[src/assert_macros.svh]
// ----------------------------------------------------------------------------
// Assertion macros
// Clocked implication checks, removed when SYNTHESIS is defined.
// ----------------------------------------------------------------------------
`ifndef ASSERT_MACROS_SVH
`define ASSERT_MACROS_SVH
`ifndef SYNTHESIS
`define ASSERT_IMPL(lbl, clk, rstn, ante, cons) \
  lbl: assert property (@(posedge clk) disable iff (!(rstn)) (ante) |-> (cons)) \
    else $error("assertion failed");
`define ASSERT_NEXT(lbl, clk, rstn, ante, cons) \
  lbl: assert property (@(posedge clk) disable iff (!(rstn)) (ante) |=> (cons)) \
    else $error("assertion failed");
`else
`define ASSERT_IMPL(lbl, clk, rstn, ante, cons)
`define ASSERT_NEXT(lbl, clk, rstn, ante, cons)
`endif
`endif

[src/hlp_pkg.sv]
// ----------------------------------------------------------------------------
// hlp_pkg
// Types and constants shared by the header line parser modules.
// ----------------------------------------------------------------------------
`timescale 1ns / 1ps
package hlp_pkg;

  localparam logic [7:0] CH_CR    = 8'h0D;
  localparam logic [7:0] CH_LF    = 8'h0A;
  localparam logic [7:0] CH_COLON = 8'h3A;
  localparam logic [7:0] CH_SPACE = 8'h20;

  localparam logic [2:0] KIND_DROP     = 3'd0;
  localparam logic [2:0] KIND_NAME     = 3'd1;
  localparam logic [2:0] KIND_VALUE    = 3'd2;
  localparam logic [2:0] KIND_LINE_END = 3'd3;
  localparam logic [2:0] KIND_HDR_END  = 3'd4;
  localparam logic [2:0] KIND_BODY     = 3'd5;

  localparam int QUEUE_DEPTH = 4;
  localparam int QUEUE_AW    = $clog2(QUEUE_DEPTH);

  typedef enum logic [1:0] {
    PH_NAME,
    PH_VALUE,
    PH_BODY
  } phase_t;

  typedef struct packed {
    logic [7:0] data_byte;
    logic       new_message;
  } hlp_in_t;

  typedef struct packed {
    logic [2:0]  kind;
    logic [7:0]  byte_out;
    logic        field_valid;
    logic [15:0] header_length;
    logic        last;
  } hlp_out_t;

  typedef struct packed {
    logic     two;
    hlp_out_t r0;
    hlp_out_t r1;
  } hlp_entry_t;

  typedef struct packed {
    logic                full;
    logic                empty;
    logic [QUEUE_AW:0]   count;
  } hlp_q_status_t;

endpackage

[src/hlp_front.sv]
// ----------------------------------------------------------------------------
// hlp_front
// Accepts header bytes, tracks line state and builds up to two result words.
// ----------------------------------------------------------------------------
`timescale 1ns / 1ps
module hlp_front import hlp_pkg::*; #(
  parameter int LENGTH_BITS = 16
) (
  input  logic          clk,
  input  logic          rst_n,
  input  logic          in_valid,
  output logic          in_ready,
  input  hlp_in_t       in_data,
  input  hlp_q_status_t q_status,
  output logic          push,
  output hlp_entry_t    push_entry
);

  function automatic logic [2:0] tag_kind(phase_t ph, logic vb, logic [7:0] b);
    logic [2:0] k;
    if (ph == PH_NAME) begin
      k = (b == CH_SPACE || b == CH_COLON) ? KIND_DROP : KIND_NAME;
    end else begin
      k = (b == CH_SPACE && !vb) ? KIND_DROP : KIND_VALUE;
    end
    return k;
  endfunction

  function automatic logic [7:0] tag_byte(phase_t ph, logic [7:0] b);
    logic [7:0] o;
    o = b;
    if (ph == PH_NAME && (b inside {[8'h41:8'h5A]})) begin
      o = b + 8'h20;
    end
    return o;
  endfunction

  phase_t                 ph_r, ph_nxt;
  logic                   crh_r, crh_nxt;
  logic                   lje_r, lje_nxt;
  logic                   cf_r, cf_nxt;
  logic                   vb_r, vb_nxt;
  logic [LENGTH_BITS-1:0] cnt_r, cnt_nxt;

  phase_t                 ph0, ph1, ph2;
  logic                   crh0, lje0, cf0, vb0, cf1, vb1, lje1, cf2, vb2;
  logic [LENGTH_BITS-1:0] cnt0, cnt1;
  logic [31:0]            cnt_ext;
  logic [15:0]            hdr_len;
  logic [7:0]             b;
  logic                   is_cr, is_lf, in_body, pair, cr_rel, accept;
  logic [1:0]             n;
  hlp_out_t               r0, r1;

  assign in_ready = !q_status.full;
  assign accept   = in_valid && in_ready;
  assign b        = in_data.data_byte;
  assign is_cr    = (b == CH_CR);
  assign is_lf    = (b == CH_LF);

  always_comb begin
    ph0  = in_data.new_message ? PH_NAME : ph_r;
    crh0 = in_data.new_message ? 1'b0 : crh_r;
    lje0 = in_data.new_message ? 1'b0 : lje_r;
    cf0  = in_data.new_message ? 1'b0 : cf_r;
    vb0  = in_data.new_message ? 1'b0 : vb_r;
    cnt0 = in_data.new_message ? '0 : cnt_r;
    cnt1 = (cnt0 == '1) ? cnt0 : cnt0 + 1'b1;
    cnt_ext = 32'(cnt1);
    hdr_len = (cnt_ext > 32'h0000_FFFF) ? 16'hFFFF : cnt_ext[15:0];
    in_body = (ph0 == PH_BODY);
    pair    = !in_body && crh0 && is_lf;
    cr_rel  = !in_body && crh0 && !is_lf;
    ph1  = ph0;
    cf1  = cf0;
    vb1  = vb0 || (cr_rel && ph0 == PH_VALUE);
    lje1 = cr_rel ? 1'b0 : lje0;
    ph2  = (ph1 == PH_NAME && b == CH_COLON) ? PH_VALUE : ph1;
    cf2  = cf1 || (ph1 == PH_NAME && b == CH_COLON);
    vb2  = vb1 || (ph1 == PH_VALUE && !(b == CH_SPACE && !vb1));
  end

  always_comb begin
    ph_nxt  = ph0;
    crh_nxt = crh0;
    lje_nxt = lje0;
    cf_nxt  = cf0;
    vb_nxt  = vb0;
    cnt_nxt = cnt0;
    if (pair) begin
      cnt_nxt = cnt1;
      crh_nxt = 1'b0;
      cf_nxt  = 1'b0;
      vb_nxt  = 1'b0;
      ph_nxt  = lje0 ? PH_BODY : PH_NAME;
      lje_nxt = !lje0;
    end else if (!in_body) begin
      cnt_nxt = cnt1;
      if (is_cr) begin
        crh_nxt = 1'b1;
        ph_nxt  = ph1;
        cf_nxt  = cf1;
        vb_nxt  = vb1;
        lje_nxt = lje1;
      end else begin
        crh_nxt = 1'b0;
        ph_nxt  = ph2;
        cf_nxt  = cf2;
        vb_nxt  = vb2;
        lje_nxt = 1'b0;
      end
    end
  end

  always_comb begin
    r0 = '0;
    r1 = '0;
    n  = 2'd0;
    if (in_body) begin
      r0.kind     = KIND_BODY;
      r0.byte_out = b;
      r0.last     = 1'b1;
      n           = 2'd1;
    end else if (pair) begin
      r0.byte_out = CH_LF;
      r0.last     = 1'b1;
      n           = 2'd1;
      if (lje0) begin
        r0.kind          = KIND_HDR_END;
        r0.header_length = hdr_len;
      end else begin
        r0.kind        = KIND_LINE_END;
        r0.field_valid = cf0 && vb0;
      end
    end else if (cr_rel) begin
      r0.kind     = tag_kind(ph0, vb0, CH_CR);
      r0.byte_out = tag_byte(ph0, CH_CR);
      if (is_cr) begin
        r0.last = 1'b1;
        n       = 2'd1;
      end else begin
        r1.kind     = tag_kind(ph1, vb1, b);
        r1.byte_out = tag_byte(ph1, b);
        r1.last     = 1'b1;
        n           = 2'd2;
      end
    end else if (!is_cr) begin
      r0.kind     = tag_kind(ph0, vb0, b);
      r0.byte_out = tag_byte(ph0, b);
      r0.last     = 1'b1;
      n           = 2'd1;
    end
  end

  assign push           = accept && (n != 2'd0);
  assign push_entry.two = (n == 2'd2);
  assign push_entry.r0  = r0;
  assign push_entry.r1  = r1;

  always_ff @(posedge clk) begin
    if (!rst_n) begin
      ph_r  <= PH_NAME;
      crh_r <= 1'b0;
      lje_r <= 1'b0;
      cf_r  <= 1'b0;
      vb_r  <= 1'b0;
      cnt_r <= '0;
    end else if (accept) begin
      ph_r  <= ph_nxt;
      crh_r <= crh_nxt;
      lje_r <= lje_nxt;
      cf_r  <= cf_nxt;
      vb_r  <= vb_nxt;
      cnt_r <= cnt_nxt;
    end
  end

endmodule

[src/hlp_queue.sv]
// ----------------------------------------------------------------------------
// hlp_queue
// Short FIFO of result entries between the front and back parts.
// ----------------------------------------------------------------------------
`timescale 1ns / 1ps
module hlp_queue import hlp_pkg::*; (
  input  logic          clk,
  input  logic          rst_n,
  input  logic          push,
  input  hlp_entry_t    push_entry,
  input  logic          pop,
  output hlp_entry_t    head,
  output hlp_q_status_t status
);

  hlp_entry_t           mem_r [QUEUE_DEPTH];
  logic [QUEUE_AW-1:0]  wp_r, wp_nxt;
  logic [QUEUE_AW-1:0]  rp_r, rp_nxt;
  logic [QUEUE_AW:0]    cnt_r, cnt_nxt;

  assign head         = mem_r[rp_r];
  assign status.count = cnt_r;
  assign status.full  = (cnt_r == (QUEUE_AW+1)'(QUEUE_DEPTH));
  assign status.empty = (cnt_r == '0);

  always_comb begin
    wp_nxt  = push ? wp_r + 1'b1 : wp_r;
    rp_nxt  = pop ? rp_r + 1'b1 : rp_r;
    cnt_nxt = cnt_r;
    if (push && !pop) begin
      cnt_nxt = cnt_r + 1'b1;
    end else if (pop && !push) begin
      cnt_nxt = cnt_r - 1'b1;
    end
  end

  always_ff @(posedge clk) begin
    if (push) begin
      mem_r[wp_r] <= push_entry;
    end
  end

  always_ff @(posedge clk) begin
    if (!rst_n) begin
      wp_r  <= '0;
      rp_r  <= '0;
      cnt_r <= '0;
    end else begin
      wp_r  <= wp_nxt;
      rp_r  <= rp_nxt;
      cnt_r <= cnt_nxt;
    end
  end

endmodule

[src/hlp_back.sv]
// ----------------------------------------------------------------------------
// hlp_back
// Drains queue entries one result word per cycle, while the output is not stalled, into the output register.
// ----------------------------------------------------------------------------
`timescale 1ns / 1ps
module hlp_back import hlp_pkg::*; (
  input  logic          clk,
  input  logic          rst_n,
  input  hlp_entry_t    head,
  input  hlp_q_status_t q_status,
  output logic          pop,
  output logic          out_valid,
  input  logic          out_ready,
  output hlp_out_t      out_data
);

  logic     out_valid_r, out_valid_nxt;
  hlp_out_t out_data_r, out_data_nxt;
  logic     idx_r, idx_nxt;
  logic     load, take;

  assign load = !out_valid_r || out_ready;
  assign take = load && !q_status.empty;
  assign pop  = take && (!head.two || idx_r);

  always_comb begin
    out_valid_nxt = out_valid_r;
    out_data_nxt  = out_data_r;
    idx_nxt       = idx_r;
    if (load) begin
      out_valid_nxt = !q_status.empty;
    end
    if (take) begin
      out_data_nxt = idx_r ? head.r1 : head.r0;
      idx_nxt      = head.two && !idx_r;
    end
  end

  always_ff @(posedge clk) begin
    out_data_r <= out_data_nxt;
  end

  always_ff @(posedge clk) begin
    if (!rst_n) begin
      out_valid_r <= 1'b0;
      idx_r       <= 1'b0;
    end else begin
      out_valid_r <= out_valid_nxt;
      idx_r       <= idx_nxt;
    end
  end

  assign out_valid = out_valid_r;
  assign out_data  = out_data_r;

endmodule

[src/http_header_line_parser_core.sv]
// ----------------------------------------------------------------------------
// http_header_line_parser_core
// Byte-wide HTTP header line splitter with tagged result words.
//
//   Port group  Dir  Handshake            Word
//   in_*        in   in_valid/in_ready    hlp_in_t (data_byte, new_message)
//   out_*       out  out_valid/out_ready  hlp_out_t (kind, byte, flags, length)
//
// One byte is taken per cycle while the four-entry result queue has room.
// A byte yields zero, one or two result words; the output drains one word
// per cycle while out_ready is high, so a stream of two-word bytes is held
// back by the output. A result word passes the queue, then the output register.
// Reset is synchronous on rst_n and clears parser state and the queue.
// ----------------------------------------------------------------------------
`timescale 1ns / 1ps
`include "assert_macros.svh"
module http_header_line_parser_core import hlp_pkg::*; #(
  parameter int LENGTH_BITS = 16
) (
  input  logic     clk,
  input  logic     rst_n,
  input  logic     in_valid,
  output logic     in_ready,
  input  hlp_in_t  in_data,
  output logic     out_valid,
  input  logic     out_ready,
  output hlp_out_t out_data
);

  logic          push, pop;
  hlp_entry_t    push_entry, head;
  hlp_q_status_t q_status;

  hlp_front #(
    .LENGTH_BITS(LENGTH_BITS)
  ) u_front (
    .clk       (clk),
    .rst_n     (rst_n),
    .in_valid  (in_valid),
    .in_ready  (in_ready),
    .in_data   (in_data),
    .q_status  (q_status),
    .push      (push),
    .push_entry(push_entry)
  );

  hlp_queue u_queue (
    .clk       (clk),
    .rst_n     (rst_n),
    .push      (push),
    .push_entry(push_entry),
    .pop       (pop),
    .head      (head),
    .status    (q_status)
  );

  hlp_back u_back (
    .clk      (clk),
    .rst_n    (rst_n),
    .head     (head),
    .q_status (q_status),
    .pop      (pop),
    .out_valid(out_valid),
    .out_ready(out_ready),
    .out_data (out_data)
  );

  `ASSERT_IMPL(a_q_bound, clk, rst_n, 1'b1, q_status.count <= (QUEUE_AW+1)'(QUEUE_DEPTH))
  `ASSERT_IMPL(a_no_pop_empty, clk, rst_n, q_status.empty, !pop)
  `ASSERT_IMPL(a_fv_line_end, clk, rst_n, out_valid && out_data.field_valid,
               out_data.kind == KIND_LINE_END)
  `ASSERT_IMPL(a_len_hdr_end, clk, rst_n, out_valid && out_data.kind != KIND_HDR_END,
               out_data.header_length == 16'd0)
  `ASSERT_NEXT(a_push_fills, clk, rst_n, push && !pop, !q_status.empty)

endmodule

[config.mk]
export PLATFORM = sky130hd
export DESIGN_NAME = http_header_line_parser_core
export DESIGN_NICKNAME = d
export VERILOG_FILES = /design/src/hlp_pkg.sv /design/src/hlp_front.sv /design/src/hlp_queue.sv /design/src/hlp_back.sv /design/src/http_header_line_parser_core.sv
export VERILOG_INCLUDE_DIRS = /design/src /design/src/src
export SDC_FILE = /design/constraint.sdc
export NUM_CORES = 1
export LEC_CHECK = 0
export CORE_ASPECT_RATIO = 1.4
export CORE_MARGIN = 5
export CORE_UTILIZATION = 50
export CTS_CLUSTER_SIZE = 16
export DETAILED_ROUTE_END_ITERATION = 10
export DONT_BUFFER_PORTS = 1
export GPL_ROUTABILITY_DRIVEN = 0
export PLACE_DENSITY = 0.68
export SYNTH_ARGS = -nofsm -noshare
export SYNTH_HDL_FRONTEND = slang
export SYNTH_SLANG_ARGS = --single-unit
[constraint.sdc]
create_clock -name clk -period 5.05 [get_ports clk]
set_input_delay 1.01 -clock clk [delete_from_list [all_inputs] [get_ports clk]]
set_output_delay 1.01 -clock clk [all_outputs]
set_load 0.05 [all_outputs]
==> metrics.cfg <==
[clock_network]
numCtsBuffers = 21
clk_pin_slew_ps = 60
cts_resized = 0
clockRootBuffer = clkbuf_16
cts.sinks = 226
post_cts_buffers = 0
clock_latency_ps = 490
cts_max_level = 1
tritoncts = built
clockBufferDepth = 3
ctsHoldBuffers = 0

[timing]
setup_viol = 0
tns_ps = 0
max_slew_margin_pct = 30.7
hold_violations = 0
report.final.slew_viol_count = 0
fin_crit_ps = 3630
fin_hold_ws_ps = 465
tightestPinTransition_ps = 1040
rsz0062_at_grt = no
finClkSkew_ps = 13.0
post-route-period-util_pct = 71.9
fmax_ghz = 0.275

[floorplanning]
initial_core_util_pct = 51.2
die_x_um = 127
dieArea_mm2 = 0.0220
rows = 59
die_h_um = 174
core_mm2 = 0.0187
io_pins = 44

[cells_and_area]
areaGrowthSynthToFinish_pct = 9.30
diodes = 0
fill_cells = 1443
ff_latch_area_mm2 = 0.00646
drive_above_1_share_pct = 13.9
fin_nets = 671
multi_input_area_mm2 = 0.00290

[min_path]
hold_class = flop to flop

[place]
port_buffers = 0
dp_hpwl_um = 11700

[synth]
ys_async_sr_fraction_pct = 0
synthTopCellsByArea = edfxtp_1 (61%), mux4_2 (9.7%), dfxtp_1 (6.9%), nand2_1 (2.5%), nor2_1 (2.2%)
syn_inst = 654
yosys.area.top_type = edfxtp_1
ys.flop_type = edfxtp_1
synth_cell_type_count = 58
netlist_area_mm2 = 0.00956
ys_seq_area_share_pct = 67.6
ys_ff_latch = 226
yosysWarnings = 0
synth_edf_count = 193
netlist.area_leader.share_pct = 60.6
synth_fp_nets = 676
syn_area_per_cell_um2 = 14.6

[global_routing]
grt_max_degree = 42
grt-ovfl-total = 0
grt_first_pass_wirelength_um = 29300
antenna_found_initial = 0
grtUsageTotal_pct = 16.7
grt_pass1_vias = 5272

[route]
vias = 5292
wl_um = 18200
drtPass1Iterations = 5
drc = 0
drt_iter0_drc = 420
postRouteAntennaNets = 0
wire_per_inst_um = 20.1
routed_via_density = 5.83

[setup_path]
crit_path_end_kind = flop
arrival_ps = 4040
crit_required_ps = 5450
critical_path_class = input pin to flop
startpoint_type = input pin
cp_max_fo = 7

[job]
maxCapViolCount = 0

[pwr]
p_per_area_mw_per_mm2 = 502
worst_ir_drop_vdd_mv = 0.273
leakagePower_nw = 3.34

[outcome]
status = finished clean

==> cell families after synthesis <==
| family | Yosys count | synth area share (%) |
|---|---|---|
| muxes | 45 | 10.1 |
| DFF | 226 | 67.6 |
| AOI/OAI and AO/OA | 81 | 5.41 |
| adders and majority gates | 9 | 1.26 |
| xor gates and xnor gates | 17 | 1.56 |
| and+or+nand+nor | 226 | 11.9 |
| buffers and inverters | 50 | 2.20 |
==> flip-flops by register name, indices dropped and copies added (netlist names), 2 cells and up, named ones only <==
| register | flops |
|---|---|
| u_queue.mem_r | 164 |
| u_back.out_data | 29 |
| u_front.cnt_r | 16 |
| u_queue.cnt_r | 3 |
| u_front.ph_r | 2 |
| u_queue.rp_r | 2 |
| u_queue.wp_r | 2 |
==> Yosys cell counts (all sizes together), types with 2 or more instances <==
cell	number
nor3	10
o311ai	4
a41oi	2
nor3b	4
and2	28
edfxtp	193
a21oi	29
buf	20
mux4	41
nor4	4
o21a	3
or3	2
a311oi	2
nand2	64
mux2i	4
inv	14
nor2	55
xor2	5
nand2b	6
a21o	3
nand3	11
nand3b	4
or4	4
nor2b	11
dfxtp	33
o22ai	3
clkbuf	16
a31oi	4
o21ai	15
nand4	8
ha	8
xnor2	12
a211oi	6
and3	9
==> metrics by stage <==
step | util, % | power [W] | cells | setup WS, ps | area (um2)
floorplan | - | 0.00357 | 654 | 1080 | 9560
global placement | 52.4 | 0.00376 | 870 | 1050 | 9780
detailed placement | 52.4 | 0.00379 | 870 | 945 | 9780
CTS | 55.9 | 0.00531 | 908 | 1450 | 10400
global route | 55.9 | 0.00550 | 908 | 1100 | 10400
finish | 55.9 | 0.00525 | 908 | 1420 | 10400
==> area by class of cell <==
type	instances	share of cell area, %
clock buffers	28	5.38
repair buffers	8	0.575
multi-input cells	378	27.8
inverters	14	0.503
well taps	244	2.92
flip-flops and latches	226	61.8
clock inverters	10	0.994
==> metal layers <==
metal  vias to the layer above  share of wire, %  wire [um]  track usage [%]
met5                         -                 0          0                0
met4                         0               1.1        204             3.76
met3                        19               5.2        953             2.31
met2                       139                52       9400             28.6
met1                      2658                42       7690             22.9
li1                       2476                 -          -                -
==> placed cells by master (no fill, tap or decap), types with 5 or more instances in the layout <==
| cell | synthesis | routed |
|---|---|---|
| edfxtp_1 | 193 | 193 |
| nand2_1 | 64 | 64 |
| nor2_1 | 55 | 54 |
| mux4_2 | 41 | 41 |
| dfxtp_1 | 33 | 31 |
| a21oi_1 | 28 | 28 |
| and2_1 | 28 | 24 |
| clkbuf_16 | 0 | 21 |
| o21ai_0 | 15 | 15 |
| inv_1 | 14 | 14 |
| xnor2_1 | 12 | 12 |
| nor2b_1 | 11 | 11 |
| nand3_1 | 11 | 11 |
| nor3_1 | 10 | 10 |
| and3_1 | 9 | 9 |
| ha_1 | 8 | 8 |
| buf_4 | 0 | 8 |
| nand4_1 | 7 | 7 |
| nand2b_1 | 6 | 6 |
| a211oi_1 | 6 | 6 |
| clkbuf_1 | 16 | 6 |
| xor2_1 | 5 | 5 |
==> critical path: stages <==
cell,delay (ps)
nor4_1,330
and3_1,300
nand2b_1,250
inv_1,150
ha_1,330
nor2_1,50
a21oi_2,280
ha_1,250
inv_1,60
fa_1,380
xor2_1,170
or3_1,310
a21oi_1,150
==> power breakdown <==
group | switching (W) | internal, W | total [W]
Combinational | 0.000462 | 0.000339 | 0.000801
Clock | 0.000636 | 0.000886 | 0.00152
Sequential | 0.000534 | 0.00239 | 0.00292
==> final timing paths <==
path                                 startpoint          endpoint  slack, ps  depth (start not counted)
worst max-delay path                 in_data[1]  u_queue.cnt_r[2]       1420                         13
worst min-delay path               u_front.cf_r      u_front.cf_r        470                          2
worst max register to register  u_front.ph_r[1]  u_queue.cnt_r[2]       1940                         13
worst min register to register     u_front.cf_r      u_front.cf_r        470                          2
Note: power is estimated with default switching activity, not from simulation.
